--- src/sv/pgps_pkg.sv ---
`timescale 1ns / 1ps
// ----------------------------------------------------------------------------
// pgps_pkg
// Types, codes and helpers shared by the particle step core.
// ----------------------------------------------------------------------------
package pgps_pkg;

  localparam int MAX_PARTICLES_DEF = 64;
  localparam int PIDX_W            = 6;
  localparam int CFG_IDX_W         = 1;
  localparam int CFG_DATA_W        = 24;
  localparam int TS_W              = 17;
  localparam int GRAV_W            = 24;
  localparam int ROOT_STEPS        = 32;
  localparam int DIV_STEPS         = 24;

  localparam logic [TS_W-1:0]   TS_RESET   = 17'd1049;
  localparam logic [GRAV_W-1:0] GRAV_RESET = 24'd635699;

  localparam logic [CFG_IDX_W-1:0] CFG_TIME_STEP = 1'd0;
  localparam logic [CFG_IDX_W-1:0] CFG_GRAVITY   = 1'd1;

  localparam logic CMD_ADD  = 1'b0;
  localparam logic CMD_TICK = 1'b1;

  localparam logic [1:0] ST_OK         = 2'd0;
  localparam logic [1:0] ST_FULL       = 2'd1;
  localparam logic [1:0] ST_COINCIDENT = 2'd2;
  localparam logic [1:0] ST_EMPTY      = 2'd3;

  typedef struct packed {
    logic               command;
    logic signed [31:0] pos_x;
    logic signed [31:0] pos_y;
    logic signed [31:0] vel_x;
    logic signed [31:0] vel_y;
    logic        [15:0] mass;
  } in_item_t;

  typedef struct packed {
    logic        [1:0]        status;
    logic        [PIDX_W-1:0] particle_index;
    logic signed [31:0]       out_pos_x;
    logic signed [31:0]       out_pos_y;
    logic                     last;
  } out_item_t;

  typedef struct packed {
    logic signed [31:0] px;
    logic signed [31:0] py;
    logic signed [31:0] vx;
    logic signed [31:0] vy;
    logic        [15:0] m;
  } rec_t;

  function automatic logic [31:0] mag32(input logic signed [31:0] v);
    mag32 = v[31] ? 32'(-v) : 32'(v);
  endfunction

  // a +/- m, saturated to signed 32 bits
  function automatic logic signed [31:0] add_mag(input logic signed [31:0] a,
                                                 input logic [32:0] m,
                                                 input logic neg);
    logic signed [34:0] mv;
    logic signed [34:0] s;
    mv = $signed({2'b00, m});
    s  = $signed({{3{a[31]}}, a}) + (neg ? -mv : mv);
    if (s > $signed(35'h0_7FFF_FFFF)) begin
      add_mag = 32'sh7FFF_FFFF;
    end else if (s < $signed(35'h7_8000_0000)) begin
      add_mag = 32'sh8000_0000;
    end else begin
      add_mag = s[31:0];
    end
  endfunction

endpackage

--- src/sv/pgps_mul.sv ---
`timescale 1ns / 1ps
// ----------------------------------------------------------------------------
// pgps_mul
// Shared 32x32 unsigned multiplier with registered product.
// ----------------------------------------------------------------------------
module pgps_mul (
  input  logic        clk,
  input  logic        go,
  input  logic [31:0] a,
  input  logic [31:0] b,
  output logic [63:0] p
);
  import pgps_pkg::*;

  logic [63:0] p_r;

  always_ff @(posedge clk) begin
    if (go) begin
      p_r <= a * b;
    end
  end

  assign p = p_r;

endmodule

--- config.mk ---
export PLATFORM = sky130hd
export DESIGN_NAME = pgps_mul
export DESIGN_NICKNAME = d
export VERILOG_FILES = /design/src/sv/pgps_pkg.sv /design/src/sv/pgps_mul.sv
export SDC_FILE = /design/constraint.sdc
export NUM_CORES = 2
export LEC_CHECK = 0
export ABC_AREA = 1
export BUFFER_PORTS_ARGS = -buffer_cell sky130_fd_sc_hd__buf_2
export CAP_MARGIN = 20
export CORE_ASPECT_RATIO = 1.75
export CORE_MARGIN = 8
export CORE_UTILIZATION = 55
export CTS_CLUSTER_DIAMETER = 120
export CTS_CLUSTER_SIZE = 40
export DETAILED_ROUTE_END_ITERATION = 7
export PLACE_DENSITY = 0.81
export SETUP_SLACK_MARGIN = 0.5
export SKIP_LAST_GASP = 1
export SLEW_MARGIN = 5
export SYNTH_ARGS = -nofsm -noshare
export SYNTH_HDL_FRONTEND = slang
export SYNTH_SLANG_ARGS = --single-unit
export TNS_END_PERCENT = 10
--- constraint.sdc ---
create_clock -name clk -period 6.9 [get_ports clk]
set_clock_uncertainty 0.15 [all_clocks]
set_input_delay 0 -clock clk [delete_from_list [all_inputs] [get_ports clk]]
set_output_delay 0 -clock clk [all_outputs]
set_load 0.1 [all_outputs]
==> results.tsv <==
stage	metric	value	unit
routing	Total Wirelength	108000	um
finish	Finished Cell Area	0.0414	mm^2
min_path	Hold Crit Start	b[0]	
setup_path	slowest CP cell	fa_1	
logic_synthesis	FF+latch count, synth	64	
logic_synthesis	count leader, synth	inv_1	
logic_synthesis	Avg Inst Size Synth	7.57	um^2
routing	Avg Vias per Cell	5.17	
sta	slew margin rel.	0.383	
grt	total grt overflow	0	
logic_synthesis	top cell type by total area after synthesis	fa_1	
grt	gr usage total	0.285	
routing	Final ANT Viol Nets	0	
sta	final worst-path cycle share	0.906	
sta	Hold WS	0.174	ns
routing	Post-route DRC	0	
finish	Area Overhead vs Synth	8.71	%
logic_synthesis	Synth top area share	0.472	
setup_path	Worst Setup Start Kind	primary input	
finish	fin nets	6357	
sta	setup_tns	0	ns
finish	max reg flops	64	
clock_network	Bufs on Longest Clock Path	2	
sta	Final min period	6.25	ns
clock_network	H-tree depth	3	
routing	drt pass-1 iters	5	
sta	max frequency	160	MHz
setup_path	Worst EP required	6.87	ns
finish	area taken by flip-flops and latches	0.00192	mm^2
grt	global-route wire length before repair	175000	um
job	Max Cap Viol	0	
logic_synthesis	Post-synth ARST share	0	
sta	max-slew violation count	0	
finish	layout cells sized above 1	0.0829	
min_path	worst hold endpoint	p[0]$_DFFE_PP_	
logic_synthesis	sequential area share after synthesis	0.0505	
routing	Avg WL per Cell	17.9	um
logic_synthesis	Mapped Nets	6248	
floorplanning	row count	127	
setup_path	most used cell, CP	fa_1	
logic_synthesis	Mapped Area	0.0380	mm^2
sta	slew at the pin closest to its max-slew limit	0.926	ns
sta	Final Hold Vio Count	0	
setup_path	Crit Path Max Fanout	15	
setup_path	WP data arrival	6.22	ns
floorplanning	Die Area	0.0782	mm^2
place	post-detail-place hpwl	93000	um
setup_path	worst stage delay on the critical path	0.59	ns
place	Placer Congestion	0.979	
floorplanning	initial core utilization	0.555	
clock_network	clock sink total	64	
grt	largest net degree at the start of global routing	65	
clock_network	Hold Buf Count CTS	0	
setup_path	CP top delay family	adder cells	
place	dpl cell area	0.0404	mm^2
routing	first-iteration detailed-routing DRC count	2312	
logic_synthesis	top cells by count, synth	inv_1 (1723), nand2_1 (1566), fa_1 (896)	
setup_path	element type at the critical path end	register	
logic_synthesis	distinct cell type count after synthesis	23	
min_path	worst min path class	primary input to register	
floorplanning	die height	364	um
finish	multi-input logic area	0.0292	mm^2
logic_synthesis	Ys Warns	0	
setup_path	buffer and inverter count on the worst path	7	
logic_synthesis	Mapped Cells	5023	
clock_network	CTS tree	done	
logic_synthesis	largest cells by area after synthesis	fa_1 (47%), inv_1 (17%), nand2_1 (15%)	
finish	filler instances	5778	
clock_network	Worst-path clk slew	0.06	ns
logic_synthesis	number of synthesized flops with an enable pin	64	
min_path	Hold Path Depth	3	
place	PortBufs	129	
finish	Util after Layout	0.604	
floorplanning	num ports	130	
setup_path	CP Class	primary input to register	
clock_network	clk root buf	clkbuf_16	
clock_network	TritonCTS Buffers	9	
setup_path	cell count along the critical path	25	
sta	RSZ-0062 raised after global routing	yes	
floorplanning	die width	215	um
sta	Setup-failing EPs final	0	
routing	DR vias	31300	
logic_synthesis	Main synth FF type	edfxtp_1	
grt	antenna violations before repair	5	
status	status	completed	
grt	vias in the first global route	34900	
floorplanning	Core ar.	0.0685	mm^2
-- repair_timing --
action,4_1_cts,5_1_grt
pin swaps,0,17
setup buffers,0,1
gates resized for setup,21,160
endpoints found under the setup margin,19,43
-- layout make-up --
type	count	share of cell area
Tap cell	903	0.0273
Sequential cell	64	0.0465
Timing Repair Buffer	290	0.0543
Clock inverter	5	0.00175
Inverter	1735	0.157
Multi-Input combinational cell	3032	0.707
Antenna cell	5	0.000303
Clock buffer	10	0.00554
-- cells by family after synthesis --
group | after synthesis | synth area share
and+or+nand+nor | 1781 | 0.185
DFF | 64 | 0.0505
AOI/OAI and AO/OA | 57 | 0.00839
adders and majority gates | 1159 | 0.558
buffers and inverters | 1927 | 0.190
xor gates and xnor gates | 35 | 0.00806
-- stage by stage --
step	instances	setup slack (ns)
2_1_floorplan	5023	0.795
6_report	6044	0.649
3_3_place_gp	6023	0.0137
5_1_grt	6042	0.461
4_1_cts	6038	0.492
3_5_place_dp	6023	0.0166
-- placed cells by master, fill, tap and decap left out, drive strengths merged --
master,count
nor3,18
fa,896
nand2,1581
xnor2,2
bufinv,2
inv,1735
nand3,65
buf,280
o21bai,12
xor2,33
o21ai,2
nand4,16
edfxtp,64
ha,263
nor2,101
a21oi,43
diode,5
clkbuf,20
clkinv,3
-- routing by layer --
| layer | vias to the layer above | routed length (um) | GRT usage | share of wire |
|---|---|---|---|---|
| met5 | - | 0 | 0 | 0 |
| met4 | 0 | 9060 | 0.205 | 0.084 |
| met3 | 559 | 6770 | 0.0389 | 0.063 |
| met2 | 1483 | 56600 | 0.520 | 0.52 |
| met1 | 15300 | 35700 | 0.298 | 0.33 |
| li1 | 13900 | - | - | - |
-- how the worst max path moves through the flow --
stage	from	end	slack, ns
final	b[8]	p[55]$_DFFE_PP_	0.65
after global routing	b[8]	p[53]$_DFFE_PP_	0.46
after CTS	b[7]	p[53]$_DFFE_PP_	0.49
after detailed placement	a[13]	p[57]$_DFFE_PP_	0.02
after global placement	b[8]	p[48]$_DFFE_PP_	0.01
after floorplan	a[25]	p[60]$_DFFE_PP_	0.80
Power is left out: the tool's default activity adds up to more than one toggle a clock period on the data nets, which glitch-free logic cannot reach.
