File: src/sv/pgps_pkg.sv
`timescale 1ns / 1ps
// ----------------------------------------------------------------------------
// pgps_pkg
// Types, codes and helpers shared by the particle step core.
// ----------------------------------------------------------------------------
package pgps_pkg;

  localparam int MAX_PARTICLES_DEF = 64;
  localparam int PIDX_W            = 6;
  localparam int CFG_IDX_W         = 1;
  localparam int CFG_DATA_W        = 24;
  localparam int TS_W              = 17;
  localparam int GRAV_W            = 24;
  localparam int ROOT_STEPS        = 32;
  localparam int DIV_STEPS         = 24;

  localparam logic [TS_W-1:0]   TS_RESET   = 17'd1049;
  localparam logic [GRAV_W-1:0] GRAV_RESET = 24'd635699;

  localparam logic [CFG_IDX_W-1:0] CFG_TIME_STEP = 1'd0;
  localparam logic [CFG_IDX_W-1:0] CFG_GRAVITY   = 1'd1;

  localparam logic CMD_ADD  = 1'b0;
  localparam logic CMD_TICK = 1'b1;

  localparam logic [1:0] ST_OK         = 2'd0;
  localparam logic [1:0] ST_FULL       = 2'd1;
  localparam logic [1:0] ST_COINCIDENT = 2'd2;
  localparam logic [1:0] ST_EMPTY      = 2'd3;

  typedef struct packed {
    logic               command;
    logic signed [31:0] pos_x;
    logic signed [31:0] pos_y;
    logic signed [31:0] vel_x;
    logic signed [31:0] vel_y;
    logic        [15:0] mass;
  } in_item_t;

  typedef struct packed {
    logic        [1:0]        status;
    logic        [PIDX_W-1:0] particle_index;
    logic signed [31:0]       out_pos_x;
    logic signed [31:0]       out_pos_y;
    logic                     last;
  } out_item_t;

  typedef struct packed {
    logic signed [31:0] px;
    logic signed [31:0] py;
    logic signed [31:0] vx;
    logic signed [31:0] vy;
    logic        [15:0] m;
  } rec_t;

  function automatic logic [31:0] mag32(input logic signed [31:0] v);
    mag32 = v[31] ? 32'(-v) : 32'(v);
  endfunction

  // a +/- m, saturated to signed 32 bits
  function automatic logic signed [31:0] add_mag(input logic signed [31:0] a,
                                                 input logic [32:0] m,
                                                 input logic neg);
    logic signed [34:0] mv;
    logic signed [34:0] s;
    mv = $signed({2'b00, m});
    s  = $signed({{3{a[31]}}, a}) + (neg ? -mv : mv);
    if (s > $signed(35'h0_7FFF_FFFF)) begin
      add_mag = 32'sh7FFF_FFFF;
    end else if (s < $signed(35'h7_8000_0000)) begin
      add_mag = 32'sh8000_0000;
    end else begin
      add_mag = s[31:0];
    end
  endfunction

endpackage

File: src/sv/pgps_root.sv
`timescale 1ns / 1ps
// ----------------------------------------------------------------------------
// pgps_root
// Integer square root, two radicand bits per cycle.
// ----------------------------------------------------------------------------
module pgps_root (
  input  logic        clk,
  input  logic        rst_n,
  input  logic        go,
  input  logic [63:0] n,
  output logic        done,
  output logic [31:0] root
);
  import pgps_pkg::*;

  logic        act_r;
  logic        done_r;
  logic [4:0]  step_r;
  logic [63:0] nsh_r;
  logic [34:0] rem_r;
  logic [31:0] root_r;
  logic [34:0] rem_sh;
  logic [34:0] trial;
  logic        ge;

  assign rem_sh = {rem_r[32:0], nsh_r[63:62]};
  assign trial  = {1'b0, root_r, 2'b01};
  assign ge     = rem_sh >= trial;

  always_ff @(posedge clk) begin
    if (!rst_n) begin
      act_r  <= 1'b0;
      done_r <= 1'b0;
      step_r <= '0;
    end else begin
      done_r <= 1'b0;
      if (go) begin
        act_r  <= 1'b1;
        step_r <= '0;
      end else if (act_r) begin
        step_r <= step_r + 5'd1;
        if (step_r == 5'(ROOT_STEPS - 1)) begin
          act_r  <= 1'b0;
          done_r <= 1'b1;
        end
      end
    end
  end

  always_ff @(posedge clk) begin
    if (go) begin
      nsh_r  <= n;
      rem_r  <= '0;
      root_r <= '0;
    end else if (act_r) begin
      nsh_r  <= {nsh_r[61:0], 2'b00};
      rem_r  <= ge ? rem_sh - trial : rem_sh;
      root_r <= {root_r[30:0], ge};
    end
  end

  assign done = done_r;
  assign root = root_r;

endmodule

File: config.mk
export PLATFORM = sky130hd
export DESIGN_NAME = pgps_root
export DESIGN_NICKNAME = d
export VERILOG_FILES = /design/src/sv/pgps_pkg.sv /design/src/sv/pgps_root.sv
export SDC_FILE = /design/constraint.sdc
export NUM_CORES = 1
export LEC_CHECK = 0
export BUFFER_PORTS_ARGS = -buffer_cell sky130_fd_sc_hd__buf_2
export CORE_UTILIZATION = 50
export DETAILED_ROUTE_END_ITERATION = 10
export PLACE_DENSITY_LB_ADDON = 0.15
export REMOVE_ABC_BUFFERS = 1
export SLEW_MARGIN = 15
export SYNTH_ARGS = -nofsm -noshare
export SYNTH_HDL_FRONTEND = slang
export SYNTH_SLANG_ARGS = --single-unit
File: constraint.sdc
create_clock -name clk -period 4.1 [get_ports clk]
set_input_delay 0.82 -clock clk [delete_from_list [all_inputs] [get_ports clk]]
set_output_delay 0.82 -clock clk [all_outputs]
set_load 0.01 [all_outputs]
==> results.txt <==
R2R Setup Slk: 0.78 ns
RSZ-0062 raised after global routing: no
library cells used by synthesis: 64
Final Hold Fails: 0
TNS Setup: 0 ns
Routed WL per cell: 14.8 um
FFs w/ async S/R, synth: 0%
Final min period: 3.32 ns
detailed placement HPWL: 10.7 mm
CP required: 4.36 ns
placed cells: 988
Max IR drop VDD: 0.300 mV
Peak Freq: 301 MHz
Hold Path Class: flip-flop to flip-flop
fin nets: 926
detailed router's first-iteration violation count: 266
Mapped Avg Cell Area: 10.2 um2
H-tree depth: 4
launching point of the worst reg2reg path: root[2]
register area: 3370 um2
ant diodes: 0
Setup Viol. Count Final: 0
mapped cell area: 7500 um2
Reg2Reg Depth: 12
Vias/cell: 5.53
Leakage: 3.57 nW
CTS tree: yes
sink of the worst hold path: rem_r[31]
post-layout util: 59.9%
CP Data Arrival Time: 3.59 ns
Slew Limit Fails: 0
die height: 124 um
Pwr Density: 535 nW/um2
Clock Sinks: 136
Port Buf Inserts: 99
area of the multi-input gates: 3790 um2
fillers: 1255
number of hold buffers added after CTS: 0
first-pass GRT wire length: 26.1 mm
FF+latch count, synth: 136
Slew @ Worst Pin: 0.715 ns
DRC: 0
Clock Skew: 0.00604 ns
io pins: 100
post-synthesis sequential area ratio: 44.9%
Max Root-Sink Buffers: 2
max_cap viols: 0
WHS Path Cells: 2
number of synthesized flops with an enable pin: 64
Vias: 5638
status: finished, final reports clean
Final ANT Viol Nets: 0
die area: 15500 um2
fin crit share: 81.1%
clock root cell: clkbuf_16
Total GRT Usage: 20.4%
critical path peak fanout: 24
cell count after synthesis: 738
worst-skew pair later-pin latency: 0.42 ns
Ys Warns: 0
Starting Density: 51.4%
hold path start: rem_r[31]
largest net degree at the start of global routing: 68
layout cells sized above 1: 25.6%
Core Rows: 44
hold_ws: 0.502 ns
initial antenna violation count: 1
TritonCTS Buffers: 17
Final GP Congestion: 0.914
vias in the first global route: 5493
area growth from synthesis to layout: 16.6%
Post-Layout Cell Count: 1020
total power: 4.68 mW
Crit-path slowest cell: nor3b_4
Yosys top cell by area: edfxtp_1
leading post-synthesis cells by cell area: edfxtp_1, dfxtp_1, mux2_2
Pre-antenna DRT Iters: 4
reg2reg end: rem_r[1]
Synth top area share: 25.6%
die width: 124 um
Core ar.: 14600 um2
clock-pin slew on the worst setup and hold paths: 0.06 ns
post-cts resize count: 0
Crit. End Element: flip-flop
Detailed Route WL: 15.1 mm
Post-synth top flop: dfxtp_1
CP cell instances: inv_1 -> ha_1 -> or3_1 -> o22ai_2 -> o31a_1 -> o211ai_2 -> nand3_1 -> nor3b_4 -> buf_4 -> nor2_1 -> a21oi_1 -> a211oi_1
CP max stage delay: 0.62 ns
setup repair bufs after CTS: 0
aggregate global routing overflow: 0
startpoint class of the critical path: flip-flop
Max-Slew Margin vs Limit: 52.3%
WS Path Type: flip-flop to flip-flop
-- area by class of cell --
| class | count | share of cell area (%) |
|---|---|---|
| Sequential cell | 136 | 38.5 |
| Clock inverter | 10 | 1.90 |
| Inverter | 43 | 1.85 |
| Tap cell | 184 | 2.63 |
| Multi-Input combinational cell | 518 | 43.4 |
| Timing Repair Buffer | 107 | 6.53 |
| Clock buffer | 22 | 5.20 |
-- worst max-delay path: cells and delay by family, from the launching register on --
kind | cells | cell delay [ns]
fa+ha+maj | 1 | 0.23
compound gates | 5 | 0.92
simple gates | 4 | 1.18
flops | 1 | 0.37
buf+inv | 2 | 0.44
-- how the worst max path moves through the flow --
stage,endpoint,depth (start not counted),startpoint
detailed placement,rem_r[8],11,root[2]
floorplan,rem_r[28],11,root[2]
global placement,rem_r[18],12,root[2]
global route,rem_r[7],12,root[2]
CTS,rem_r[1],12,root[2]
finish,rem_r[1],12,root[2]
-- logic make-up after synthesis --
kind of cell	share of synthesized area, %
xor+xnor	3.50
compound gates	13.8
simple gates	11.7
flops	44.9
mux	15.5
fa+ha+maj	6.01
buf+inv	4.69
-- stage by stage --
stage / area [um2] / setup WS (ns)
2_1_floorplan: 7310 / -0.217
3_3_place_gp: 8120 / 0.894
3_5_place_dp: 8120 / 0.775
4_1_cts: 8740 / 0.736
5_1_grt: 8740 / 0.456
6_report: 8740 / 0.777
-- cells in the mapped netlist (all sizes together) (7+ instances only) --
cell and instances:
a211oi 31, a21o 8, a21oi 58, buf 18, clkbuf 23, dfxtp 72, edfxtp 64, ha 36
inv 43, mux2 62, mux2i 46, nand2 26, nand4 10, nor2 101, nor3 9, o21a 7
o21ai 16, xnor2 20, xor2 10
-- where the power goes --
group	switching, mW	leakage (nW)	internal, mW	total [mW]
sequential	0.0738	1.23	1.56	1.63
clock	0.572	0.295	1.04	1.61
combinational	0.792	2.04	0.646	1.44
total	1.44	3.57	3.24	4.68
-- sequential cells by signal (all words and copies together) (netlist names) --
signal / cells
nsh_r: 64
rem_r: 33
root: 32
step_r: 5
act_r: 1
done: 1
-- metal layers --
metal,vias up,GRT usage [%],routed length [um],part of all wire [%]
met5,-,0,0,0
met4,0,7.58,247,1.6
met3,21,6.14,926,6.1
met2,117,31.5,6740,45
met1,2658,27.0,7170,48
li1,2842,-,-,-
-- placed cells by master, fill, tap and decap left out, types with 4 or more instances in the layout --
cell type	n
nand4_1	9
a31oi_1	4
o21ai_0	14
edfxtp_1	64
clkbuf_16	17
nand2_1	26
mux2_2	62
o21bai_1	4
a21o_1	8
xor2_1	10
a211oi_1	30
buf_4	8
xnor2_1	20
bufinv_16	4
mux2i_1	46
o21a_1	7
nand3_1	6
nor2_1	101
inv_1	43
ha_1	36
buf_2	98
nor3_1	9
nor2b_1	5
dfxtp_1	71
a21oi_1	57
clkbuf_1	4
nor4_1	4
No activity file was read; power rests on OpenSTA's default activity.
