`src/sv/pgps_pkg.sv`:
```
`timescale 1ns / 1ps
// ----------------------------------------------------------------------------
// pgps_pkg
// Types, codes and helpers shared by the particle step core.
// ----------------------------------------------------------------------------
package pgps_pkg;

  localparam int MAX_PARTICLES_DEF = 64;
  localparam int PIDX_W            = 6;
  localparam int CFG_IDX_W         = 1;
  localparam int CFG_DATA_W        = 24;
  localparam int TS_W              = 17;
  localparam int GRAV_W            = 24;
  localparam int ROOT_STEPS        = 32;
  localparam int DIV_STEPS         = 24;

  localparam logic [TS_W-1:0]   TS_RESET   = 17'd1049;
  localparam logic [GRAV_W-1:0] GRAV_RESET = 24'd635699;

  localparam logic [CFG_IDX_W-1:0] CFG_TIME_STEP = 1'd0;
  localparam logic [CFG_IDX_W-1:0] CFG_GRAVITY   = 1'd1;

  localparam logic CMD_ADD  = 1'b0;
  localparam logic CMD_TICK = 1'b1;

  localparam logic [1:0] ST_OK         = 2'd0;
  localparam logic [1:0] ST_FULL       = 2'd1;
  localparam logic [1:0] ST_COINCIDENT = 2'd2;
  localparam logic [1:0] ST_EMPTY      = 2'd3;

  typedef struct packed {
    logic               command;
    logic signed [31:0] pos_x;
    logic signed [31:0] pos_y;
    logic signed [31:0] vel_x;
    logic signed [31:0] vel_y;
    logic        [15:0] mass;
  } in_item_t;

  typedef struct packed {
    logic        [1:0]        status;
    logic        [PIDX_W-1:0] particle_index;
    logic signed [31:0]       out_pos_x;
    logic signed [31:0]       out_pos_y;
    logic                     last;
  } out_item_t;

  typedef struct packed {
    logic signed [31:0] px;
    logic signed [31:0] py;
    logic signed [31:0] vx;
    logic signed [31:0] vy;
    logic        [15:0] m;
  } rec_t;

  function automatic logic [31:0] mag32(input logic signed [31:0] v);
    mag32 = v[31] ? 32'(-v) : 32'(v);
  endfunction

  // a +/- m, saturated to signed 32 bits
  function automatic logic signed [31:0] add_mag(input logic signed [31:0] a,
                                                 input logic [32:0] m,
                                                 input logic neg);
    logic signed [34:0] mv;
    logic signed [34:0] s;
    mv = $signed({2'b00, m});
    s  = $signed({{3{a[31]}}, a}) + (neg ? -mv : mv);
    if (s > $signed(35'h0_7FFF_FFFF)) begin
      add_mag = 32'sh7FFF_FFFF;
    end else if (s < $signed(35'h7_8000_0000)) begin
      add_mag = 32'sh8000_0000;
    end else begin
      add_mag = s[31:0];
    end
  endfunction

endpackage

```
`src/sv/pgps_div.sv`:
```
`timescale 1ns / 1ps
// ----------------------------------------------------------------------------
// pgps_div
// Restoring divider, one quotient bit per cycle, 24-bit quotient.
// Dividend upper part must be below the divisor.
// ----------------------------------------------------------------------------
module pgps_div (
  input  logic        clk,
  input  logic        rst_n,
  input  logic        go,
  input  logic [54:0] n,
  input  logic [31:0] d,
  output logic        done,
  output logic [23:0] q
);
  import pgps_pkg::*;

  logic        act_r;
  logic        done_r;
  logic [4:0]  step_r;
  logic [31:0] rem_r;
  logic [23:0] lo_r;
  logic [31:0] d_r;
  logic [23:0] q_r;
  logic [32:0] t;
  logic        ge;

  assign t  = {rem_r, lo_r[23]};
  assign ge = t >= {1'b0, d_r};

  always_ff @(posedge clk) begin
    if (!rst_n) begin
      act_r  <= 1'b0;
      done_r <= 1'b0;
      step_r <= '0;
    end else begin
      done_r <= 1'b0;
      if (go) begin
        act_r  <= 1'b1;
        step_r <= '0;
      end else if (act_r) begin
        step_r <= step_r + 5'd1;
        if (step_r == 5'(DIV_STEPS - 1)) begin
          act_r  <= 1'b0;
          done_r <= 1'b1;
        end
      end
    end
  end

  always_ff @(posedge clk) begin
    if (go) begin
      rem_r <= {1'b0, n[54:24]};
      lo_r  <= n[23:0];
      d_r   <= d;
      q_r   <= '0;
    end else if (act_r) begin
      rem_r <= ge ? 32'(t - {1'b0, d_r}) : t[31:0];
      lo_r  <= {lo_r[22:0], 1'b0};
      q_r   <= {q_r[22:0], ge};
    end
  end

  assign done = done_r;
  assign q    = q_r;

endmodule

```
`config.mk`:
```
export PLATFORM = sky130hd
export DESIGN_NAME = pgps_div
export DESIGN_NICKNAME = d
export VERILOG_FILES = /design/src/sv/pgps_pkg.sv /design/src/sv/pgps_div.sv
export SDC_FILE = /design/constraint.sdc
export NUM_CORES = 1
export LEC_CHECK = 0
export BUFFER_PORTS_ARGS = -buffer_cell sky130_fd_sc_hd__buf_2
export CAP_MARGIN = 40
export CORE_ASPECT_RATIO = 1.4
export CORE_MARGIN = 2
export CORE_UTILIZATION = 50
export CTS_BUF_LIST = sky130_fd_sc_hd__clkbuf_16
export CTS_CLUSTER_DIAMETER = 120
export DETAILED_ROUTE_END_ITERATION = 6
export GPL_ROUTABILITY_DRIVEN = 1
export PLACE_DENSITY = 0.8
export RECOVER_POWER = 25
export SETUP_SLACK_MARGIN = 0.02
export SYNTH_ARGS = -nofsm -noshare
export SYNTH_HDL_FRONTEND = slang
export SYNTH_SLANG_ARGS = --single-unit
```
`constraint.sdc`:
```
create_clock -name clk -period 7.45 [get_ports clk]
set_input_delay 0.745 -clock clk [delete_from_list [all_inputs] [get_ports clk]]
set_output_delay 0.745 -clock clk [all_outputs]
set_load 0.02 [all_outputs]
```
==> metrics.log, run 1 <==
[metrics] wirelength, routed: 15400 µm
[metrics] unrepaired setup endpoints after global routing: false
[metrics] final hold violation count: 0
[metrics] vias in the first global route: 5483
[metrics] Die Outline Area: 0.0144 mm²
[metrics] initial antenna violation count: 0
[metrics] number of nets at the end of the flow: 873
[metrics] vias per std cell: 5.59
[metrics] antenna viol nets, final: 0
[metrics] Core Rows: 50
[metrics] maximum number of pins on one net before global-route repair: 71
[metrics] Setup Buffers After CTS: 0
[metrics] top post-synthesis cells by area: edfxtp_1, dfxtp_1, ha_1
[metrics] first-pass detailed-route iteration total: 5
[metrics] GRT Total Usage: 22.4%
[metrics] f_max: 245 MHz
[metrics] drt drc: 0
[metrics] detailed-route via count: 5279
[metrics] minimum hold slack: 0.492 ns
[metrics] count of filler cells inserted in the layout: 1149
[metrics] netlist area before placement: 0.00670 mm²
[metrics] # hold bufs at CTS: 0
[metrics] outcome: finished with violations
[metrics] master of the slowest instance on the critical path: clkbuf_1
[metrics] category of the worst setup path launch point: input port
[metrics] number of buffer and inverter stages on the critical path: 2
[metrics] final design utilization: 60.2%
[metrics] data required time of the critical path: 7.49 ns
[metrics] Post-synth top flop: edfxtp_1
[metrics] post-synth net total: 764
[metrics] cell-by-cell trace of the critical path: clkbuf_1 > or2_2 > buf_4
[metrics] final number of setup-violating endpoints: 0
[metrics] register area share after synthesis: 48.6%
[metrics] diode count: 0
[metrics] global-route wire length before repair: 25600 µm
[metrics] async set-reset flop share out of synthesis: 0%
[metrics] failing checks: max-capacitance violations, max-slew violations
[metrics] number of synthesized flops with an enable pin: 87
[metrics] worst supply voltage drop on vdd: 0.000174 V
[metrics] core area: 0.0133 mm²
[metrics] final count of pins violating max slew: 71
[metrics] Die X-Extent: 102 µm
[metrics] clock insertion delay at the later pin of the skew report: 0.41 ns
[metrics] share of the clock period used by the worst path after layout: 54.8%
[metrics] maximum fanout encountered on the critical timing path: 70
[metrics] critical path's largest stage delay: 2.28 ns
[metrics] max-capacitance violation count: 1
[metrics] worst-case headroom to the max-slew limit: -120%
[metrics] Syn. warnings: 0
[metrics] TritonCTS clock tree: done
[metrics] quantity of gates resized following cts: 0
[metrics] hpwl dp: 10800 µm
[metrics] leakage power: 3.48 nW
[metrics] area taken by multi-input logic gates: 0.00313 mm²
[metrics] global placer's final weighted congestion: 0.958
[metrics] I/O Buffers: 114
[metrics] nature of the critical path endpoint: flip-flop
[metrics] cell type group with the largest total delay on the critical path: buffers and inverters
[metrics] Worst Path Arrival: 4.13 ns
[metrics] final critical path time including I/O delays and setup: 4.09 ns
[metrics] Distinct cells, synth: 70
[metrics] largest area contributor in the netlist: edfxtp_1
[metrics] critical path type: input port to flip-flop
[metrics] most common library cell in the layout ignoring fill and taps: buf_2
[metrics] violation count after the first detailed-routing iteration: 318
[metrics] routed len/inst: 16.3 µm
[metrics] Synth Area per Inst: 10.5 µm²
[metrics] total clock buffers created by CTS: 17
[metrics] total power divided by cell area: 316 mW/mm²
[metrics] H-tree level count: 4
[metrics] actual slew at the worst max-slew pin: 3.30 ns
[metrics] chip height: 141 µm
[metrics] CTS clock-pin slew for the worst setup and hold paths: 0.06 ns
[metrics] total global routing overflow: 0
[metrics] summed negative setup slack over all endpoints: 0 ns
[metrics] total number of clock tree sinks: 119
[metrics] storage element area: 0.00325 mm²
[metrics] Initial Utilization: 50.5%
[metrics] Seq cells post-synth: 119
[metrics] area fraction of the dominant cell type after synthesis: 39.0%
[metrics] most frequent cells in the layout: buf_2, edfxtp_1, nor2_1, nand2_1, inv_1
[metrics] layout overhead on the synthesized area: 19.2%
[metrics] class of the worst hold path: flip-flop to flip-flop
[metrics] cells after synthesis: 640
[metrics] number of top-level pins: 115
[metrics] CTS Buffer Depth: 2
[metrics] fraction of layout cells with a size suffix above 1: 25.6%
[metrics] CTS root buffer: clkbuf_16
[metrics] clock skew: 0.00667 ns
==> layout make-up <==
| cell class | instances | area share, % |
|---|---|---|
| Sequential cell | 119 | 40.7 |
| Multi-Input combinational cell | 445 | 39.2 |
| Tap cell | 182 | 2.85 |
| Inverter | 47 | 2.21 |
| Clock buffer | 18 | 5.64 |
| Timing Repair Buffer | 119 | 7.69 |
| Clock inverter | 14 | 1.69 |
==> worst min-delay path, cell delays in order, from the launching register on <==
cell and delay, ns:
dfxtp_1 0.32, nand2_1 0.08, nor4_1 0.05
==> registers in the layout, summed over array words and instances, names as in the netlist <==
signal / flops
rem_r: 32
q: 24
step_r: 5
lo_r: 24
done: 1
d_r: 32
act_r: 1
==> stage by stage <==
| step | setup WS [ns] | area [µm²] | total power, mW | cells |
|---|---|---|---|---|
| after CTS | 3.87 | 7990 | 2.53 | 944 |
| after detailed placement | 3.89 | 7410 | 1.71 | 912 |
| final | 3.36 | 7990 | 2.53 | 944 |
| after global placement | 3.99 | 7390 | 1.67 | 911 |
| after global routing | 2.98 | 7990 | 2.67 | 944 |
| after floorplan | 4.54 | 6700 | 1.53 | 640 |
==> where the power goes <==
part / internal [mW] / switching, mW
Sequential: 0.817 / 0.0469
Combinational: 0.350 / 0.501
Clock: 0.488 / 0.323
Total: 1.66 / 0.871
==> Yosys cell counts, types with 2 or more instances <==
cell       instances
a2111oi_4          2
a211o_2            2
a211oi_1           2
a21boi_0           3
a21o_1            22
a21oi_1           39
a2bb2oi_1          5
a31oi_1           16
a32oi_1            2
and2_1             2
and3_1             3
buf_1              6
buf_4              2
buf_6              3
clkbuf_1          16
dfxtp_1           32
edfxtp_1          87
ha_1              33
inv_1             46
mux2_2            24
mux2i_1           28
nand2_1           54
nand2b_1           6
nand3_1           18
nand4_1            7
nor2_1            59
nor3_1            13
nor3b_1            4
nor4_1             2
o211a_1            2
o211ai_1           6
o21a_1             5
o21ai_0           18
o21bai_1           2
o22a_1             2
o2bb2ai_1          3
o31ai_1            3
or2_1              2
or2_2              3
or3_1              5
or4_1              2
xnor2_1           13
xor2_1             9
==> cells by family (layout without fill, tap and decap cells) <==
family | after synthesis | after routing | synth area share, %
AO/OA/AOI/OAI | 149 | 149 | 16.0
multiplexers | 52 | 52 | 8.22
flip-flops | 119 | 119 | 48.6
XOR/XNOR | 22 | 22 | 2.88
buffers and inverters | 76 | 198 | 4.74
AND/OR/NAND/NOR | 188 | 188 | 13.1
adder cells (fa/ha/maj) | 34 | 34 | 6.46
==> path summary, 6_finish.rpt <==
kind | start | to | slack, ns | depth (start not counted)
max | go | rem_r[10] | 3.36 | 3
min | step_r[4] | done | 0.49 | 2
min reg2reg | step_r[4] | done | 0.49 | 2
max reg2reg | rem_r[18] | rem_r[24] | 3.84 | 10
==> per-layer routing <==
metal	routed length [µm]	track usage, %
met4	327	7.86
met1	6240	26.6
met2	7930	38.9
met3	936	5.75
met5	0	0
Note: power is estimated with default switching activity, not from simulation.
==> inputs of run 2 (changes only) <==
Settings changed: PLACE_DENSITY 0.8 to 0.83.
Clock period 7.45 ns to 3.35 ns, I/O delays scaled along.
==> run 2 against run 1 <==
Effect of this change: critical path depth increased by 8; cell count up 1.1%; the run still ends with max-capacitance violations, max-slew violations left; count of clock-buffer cells in the layout down 1; sequential power rose by 120%; clock skew increased by 0.0037 ns; setup slack lost 3.2 ns; global-route usage decreased by 0.92 points; utilization is 0.66 points higher; first-iteration DRC count is 7.5% higher; highest routed layer unchanged; sequential share of layout area fell by 0.44 points; via count is 0.32% lower.
==> metrics.log, run 2 (synthesis gave the netlist of run 1 again) <==
[metrics] failing checks: max-capacitance violations, max-slew violations
[metrics] drt drc: 0 (unchanged)
[metrics] maximum fanout encountered on the critical timing path: 20 (-71%)
[metrics] Total Power Consumption: 5.70 mW (+130%)
[metrics] diode count: 0 (unchanged)
[metrics] worst reg-to-reg path cell count: 11 (+1)
[metrics] Die Outline Area: 0.0144 mm² (unchanged)
[metrics] CTS clock-pin slew for the worst setup and hold paths: 0.06 ns (about the same)
[metrics] Post-Place Cell Area: 0.00750 mm² (+1.3%)
[metrics] hpwl dp: 10500 µm (-2.5%)
[metrics] TritonCTS clock tree: done
[metrics] share of the clock period used by the worst path after layout: 93.8%
[metrics] Clock Power Share: 32.1% (about the same)
[metrics] final hold violation count: 0 (unchanged)
[metrics] count of filler cells inserted in the layout: 1136 (-1.1%)
[metrics] chip height: 141 µm (unchanged)
[metrics] vias in the first global route: 5225 (-4.7%)
[metrics] vias per std cell: 5.52 (-1.4%)
[metrics] number of nets at the end of the flow: 883 (+1.1%)
[metrics] critical path's largest stage delay: 0.40 ns (-1.88 ns)
[metrics] H-tree level count: 4 (unchanged)
[metrics] fraction of layout cells with a size suffix above 1: 26.8% (+1.2 points)
[metrics] unrepaired setup endpoints after global routing: false
[metrics] global placer's final weighted congestion: 0.943 (-1.6%)
[metrics] class of the worst hold path: input port to flip-flop
[metrics] cell-by-cell trace of the critical path: ha_1 > nand3_1 > or2_1 > and2_1 > o211a_1 > a211oi_4 > buf_4 > nor2_2 > buf_12 > or3_1 > a32oi_1
[metrics] antenna viol nets, final: 0 (unchanged)
[metrics] Initial Utilization: 50.5% (unchanged)
[metrics] most common library cell in the layout ignoring fill and taps: buf_2
[metrics] category of the worst setup path launch point: flip-flop
[metrics] clock skew: 0.0104 ns (+0.00375 ns)
[metrics] number of top-level pins: 115 (unchanged)
[metrics] I/O Buffers: 114 (unchanged)
[metrics] actual slew at the worst max-slew pin: 1.64 ns (-1.66 ns)
[metrics] most frequent cells in the layout: buf_2, edfxtp_1, nor2_1, nand2_1, inv_1
[metrics] total global routing overflow: 0 (unchanged)
[metrics] Worst Path Arrival: 3.37 ns (-0.76 ns)
[metrics] f_max: 318 MHz
[metrics] core area: 0.0133 mm² (unchanged)
[metrics] total clock buffers created by CTS: 17 (unchanged)
[metrics] nature of the critical path endpoint: flip-flop
[metrics] violation count after the first detailed-routing iteration: 342 (+7.5%)
[metrics] clock insertion delay at the later pin of the skew report: 0.41 ns (about the same)
[metrics] biggest regs: d_r x32, rem_r x32
[metrics] Core Rows: 50 (unchanged)
[metrics] Die X-Extent: 102 µm (unchanged)
[metrics] first-pass detailed-route iteration total: 5 (unchanged)
[metrics] final critical path time including I/O delays and setup: 3.14 ns
[metrics] detailed-route via count: 5262 (-0.32%)
[metrics] worst supply voltage drop on vdd: 0.000433 V (+150%)
[metrics] data required time of the critical path: 3.58 ns (-3.91 ns)
[metrics] R2R setup slack: 0.21 ns (-3.63 ns)
[metrics] maximum number of pins on one net before global-route repair: 85 (+20%)
[metrics] wirelength, routed: 14900 µm (-3.5%)
[metrics] CTS root buffer: clkbuf_16
[metrics] Combinational Power Share: 34.5% (+0.8 points)
[metrics] master of the slowest instance on the critical path: edfxtp_1
[metrics] switching power: 2.00 mW (+130%)
[metrics] pre-CTS setup slack: 0.193 ns (-3.69 ns)
[metrics] highest signal layer in the routed design: met4
[metrics] layout overhead on the synthesized area: 20.5%
[metrics] met2 routed WL: 7530 µm (-5.1%)
[metrics] CTS Buffer Depth: 2 (unchanged)
[metrics] worst-case headroom to the max-slew limit: -9.64% (+110 points)
[metrics] relative contribution of sequential cells to total power: 33.4% (-0.8 points)
[metrics] total number of clock tree sinks: 119 (unchanged)
[metrics] GRT Total Usage: 21.5% (-0.92 points)
[metrics] leakage power: 3.52 nW (+1.3%)
[metrics] Final Worst Setup Slack: 0.209 ns (-3.16 ns)
[metrics] Cell Int Power: 3.70 mW (+120%)
[metrics] critical path type: flip-flop to flip-flop
[metrics] routed len/inst: 15.6 µm (-4.6%)
[metrics] wire length the detailed router placed on met1: 6050 µm (-2.9%)
[metrics] total power divided by cell area: 706 mW/mm² (+120%)
[metrics] initial antenna violation count: 0 (unchanged)
[metrics] minimum hold slack: 0.0977 ns (-0.394 ns)
[metrics] Sw Share: 35.1% (+0.59 points)
[metrics] final count of pins violating max slew: 85 (+20%)
[metrics] outcome: finished with violations
[metrics] Cells on Worst Hold Path: 1 (-1)
[metrics] final number of setup-violating endpoints: 0 (unchanged)
[metrics] # hold bufs at CTS: 0 (unchanged)
[metrics] global-route wire length before repair: 24600 µm (-4.1%)
[metrics] summed negative setup slack over all endpoints: 0 ns (unchanged)
[metrics] Detail Route met3 WL: 988 µm (+5.6%)
[metrics] Finished Cell Area: 0.00808 mm² (+1.1%)
[metrics] max-capacitance violation count: 1 (unchanged)
[run 2: path summary, 6_finish.rpt]
check,from,to
max,rem_r[9],rem_r[26]
max reg2reg,rem_r[9],rem_r[26]
min,d[31],d_r[31]
min reg2reg,step_r[4],done
[run 2: critical path, delay by kind of cell, from the launching register on]
kind	cells	cell delay [ns]
buffers and inverters	2	0.34
DFF	1	0.40
AOI/OAI and AO/OA	3	0.73
adders and majority gates	1	0.37
and+or+nand+nor	5	1.11
[run 2: what timing repair did]
action                     4_1_cts  5_1_grt
setup buffers                    0        0
gates resized for setup          0        3
setup endpoints to repair        0       21
[run 2: metrics by stage]
step | std cells | utilization [%]
2_1_floorplan | 640 | -
3_3_place_gp | 922 | 56.5
3_5_place_dp | 922 | 56.5
4_1_cts | 954 | 60.9
5_1_grt | 954 | 60.9
6_report | 954 | 60.9
[run 2: final cells by class]
type                       count  area [µm²]  share of cell area (%)
clock inverter                15         155                    1.92
tap                          182         228                    2.82
clock buffer                  17         425                    5.27
inverter                      47         176                    2.18
sequential                   119        3250                    40.3
multi-input combinational    445        3140                    38.9
timing repair buffer         129         692                    8.57
[run 2: routing by layer]
layer | global-route usage, % | vias up
li1 | - | 2587
met1 | 25.4 | 2491
met2 | 37.5 | 165
met3 | 5.55 | 19
met4 | 7.30 | 0
met5 | 0 | -
[run 2: power by group through the flow]
| stage | clock (mW) | combinational [mW] | sequential [mW] |
|---|---|---|---|
| 3_5_place_dp | 0 | 1.92 | 1.93 |
| 4_1_cts | 1.86 | 1.94 | 1.90 |
| 6_report | 1.83 | 1.96 | 1.90 |
| 2_1_floorplan | 0 | 1.49 | 1.90 |
| 3_3_place_gp | 0 | 1.90 | 1.93 |
| 5_1_grt | 1.92 | 2.17 | 1.93 |
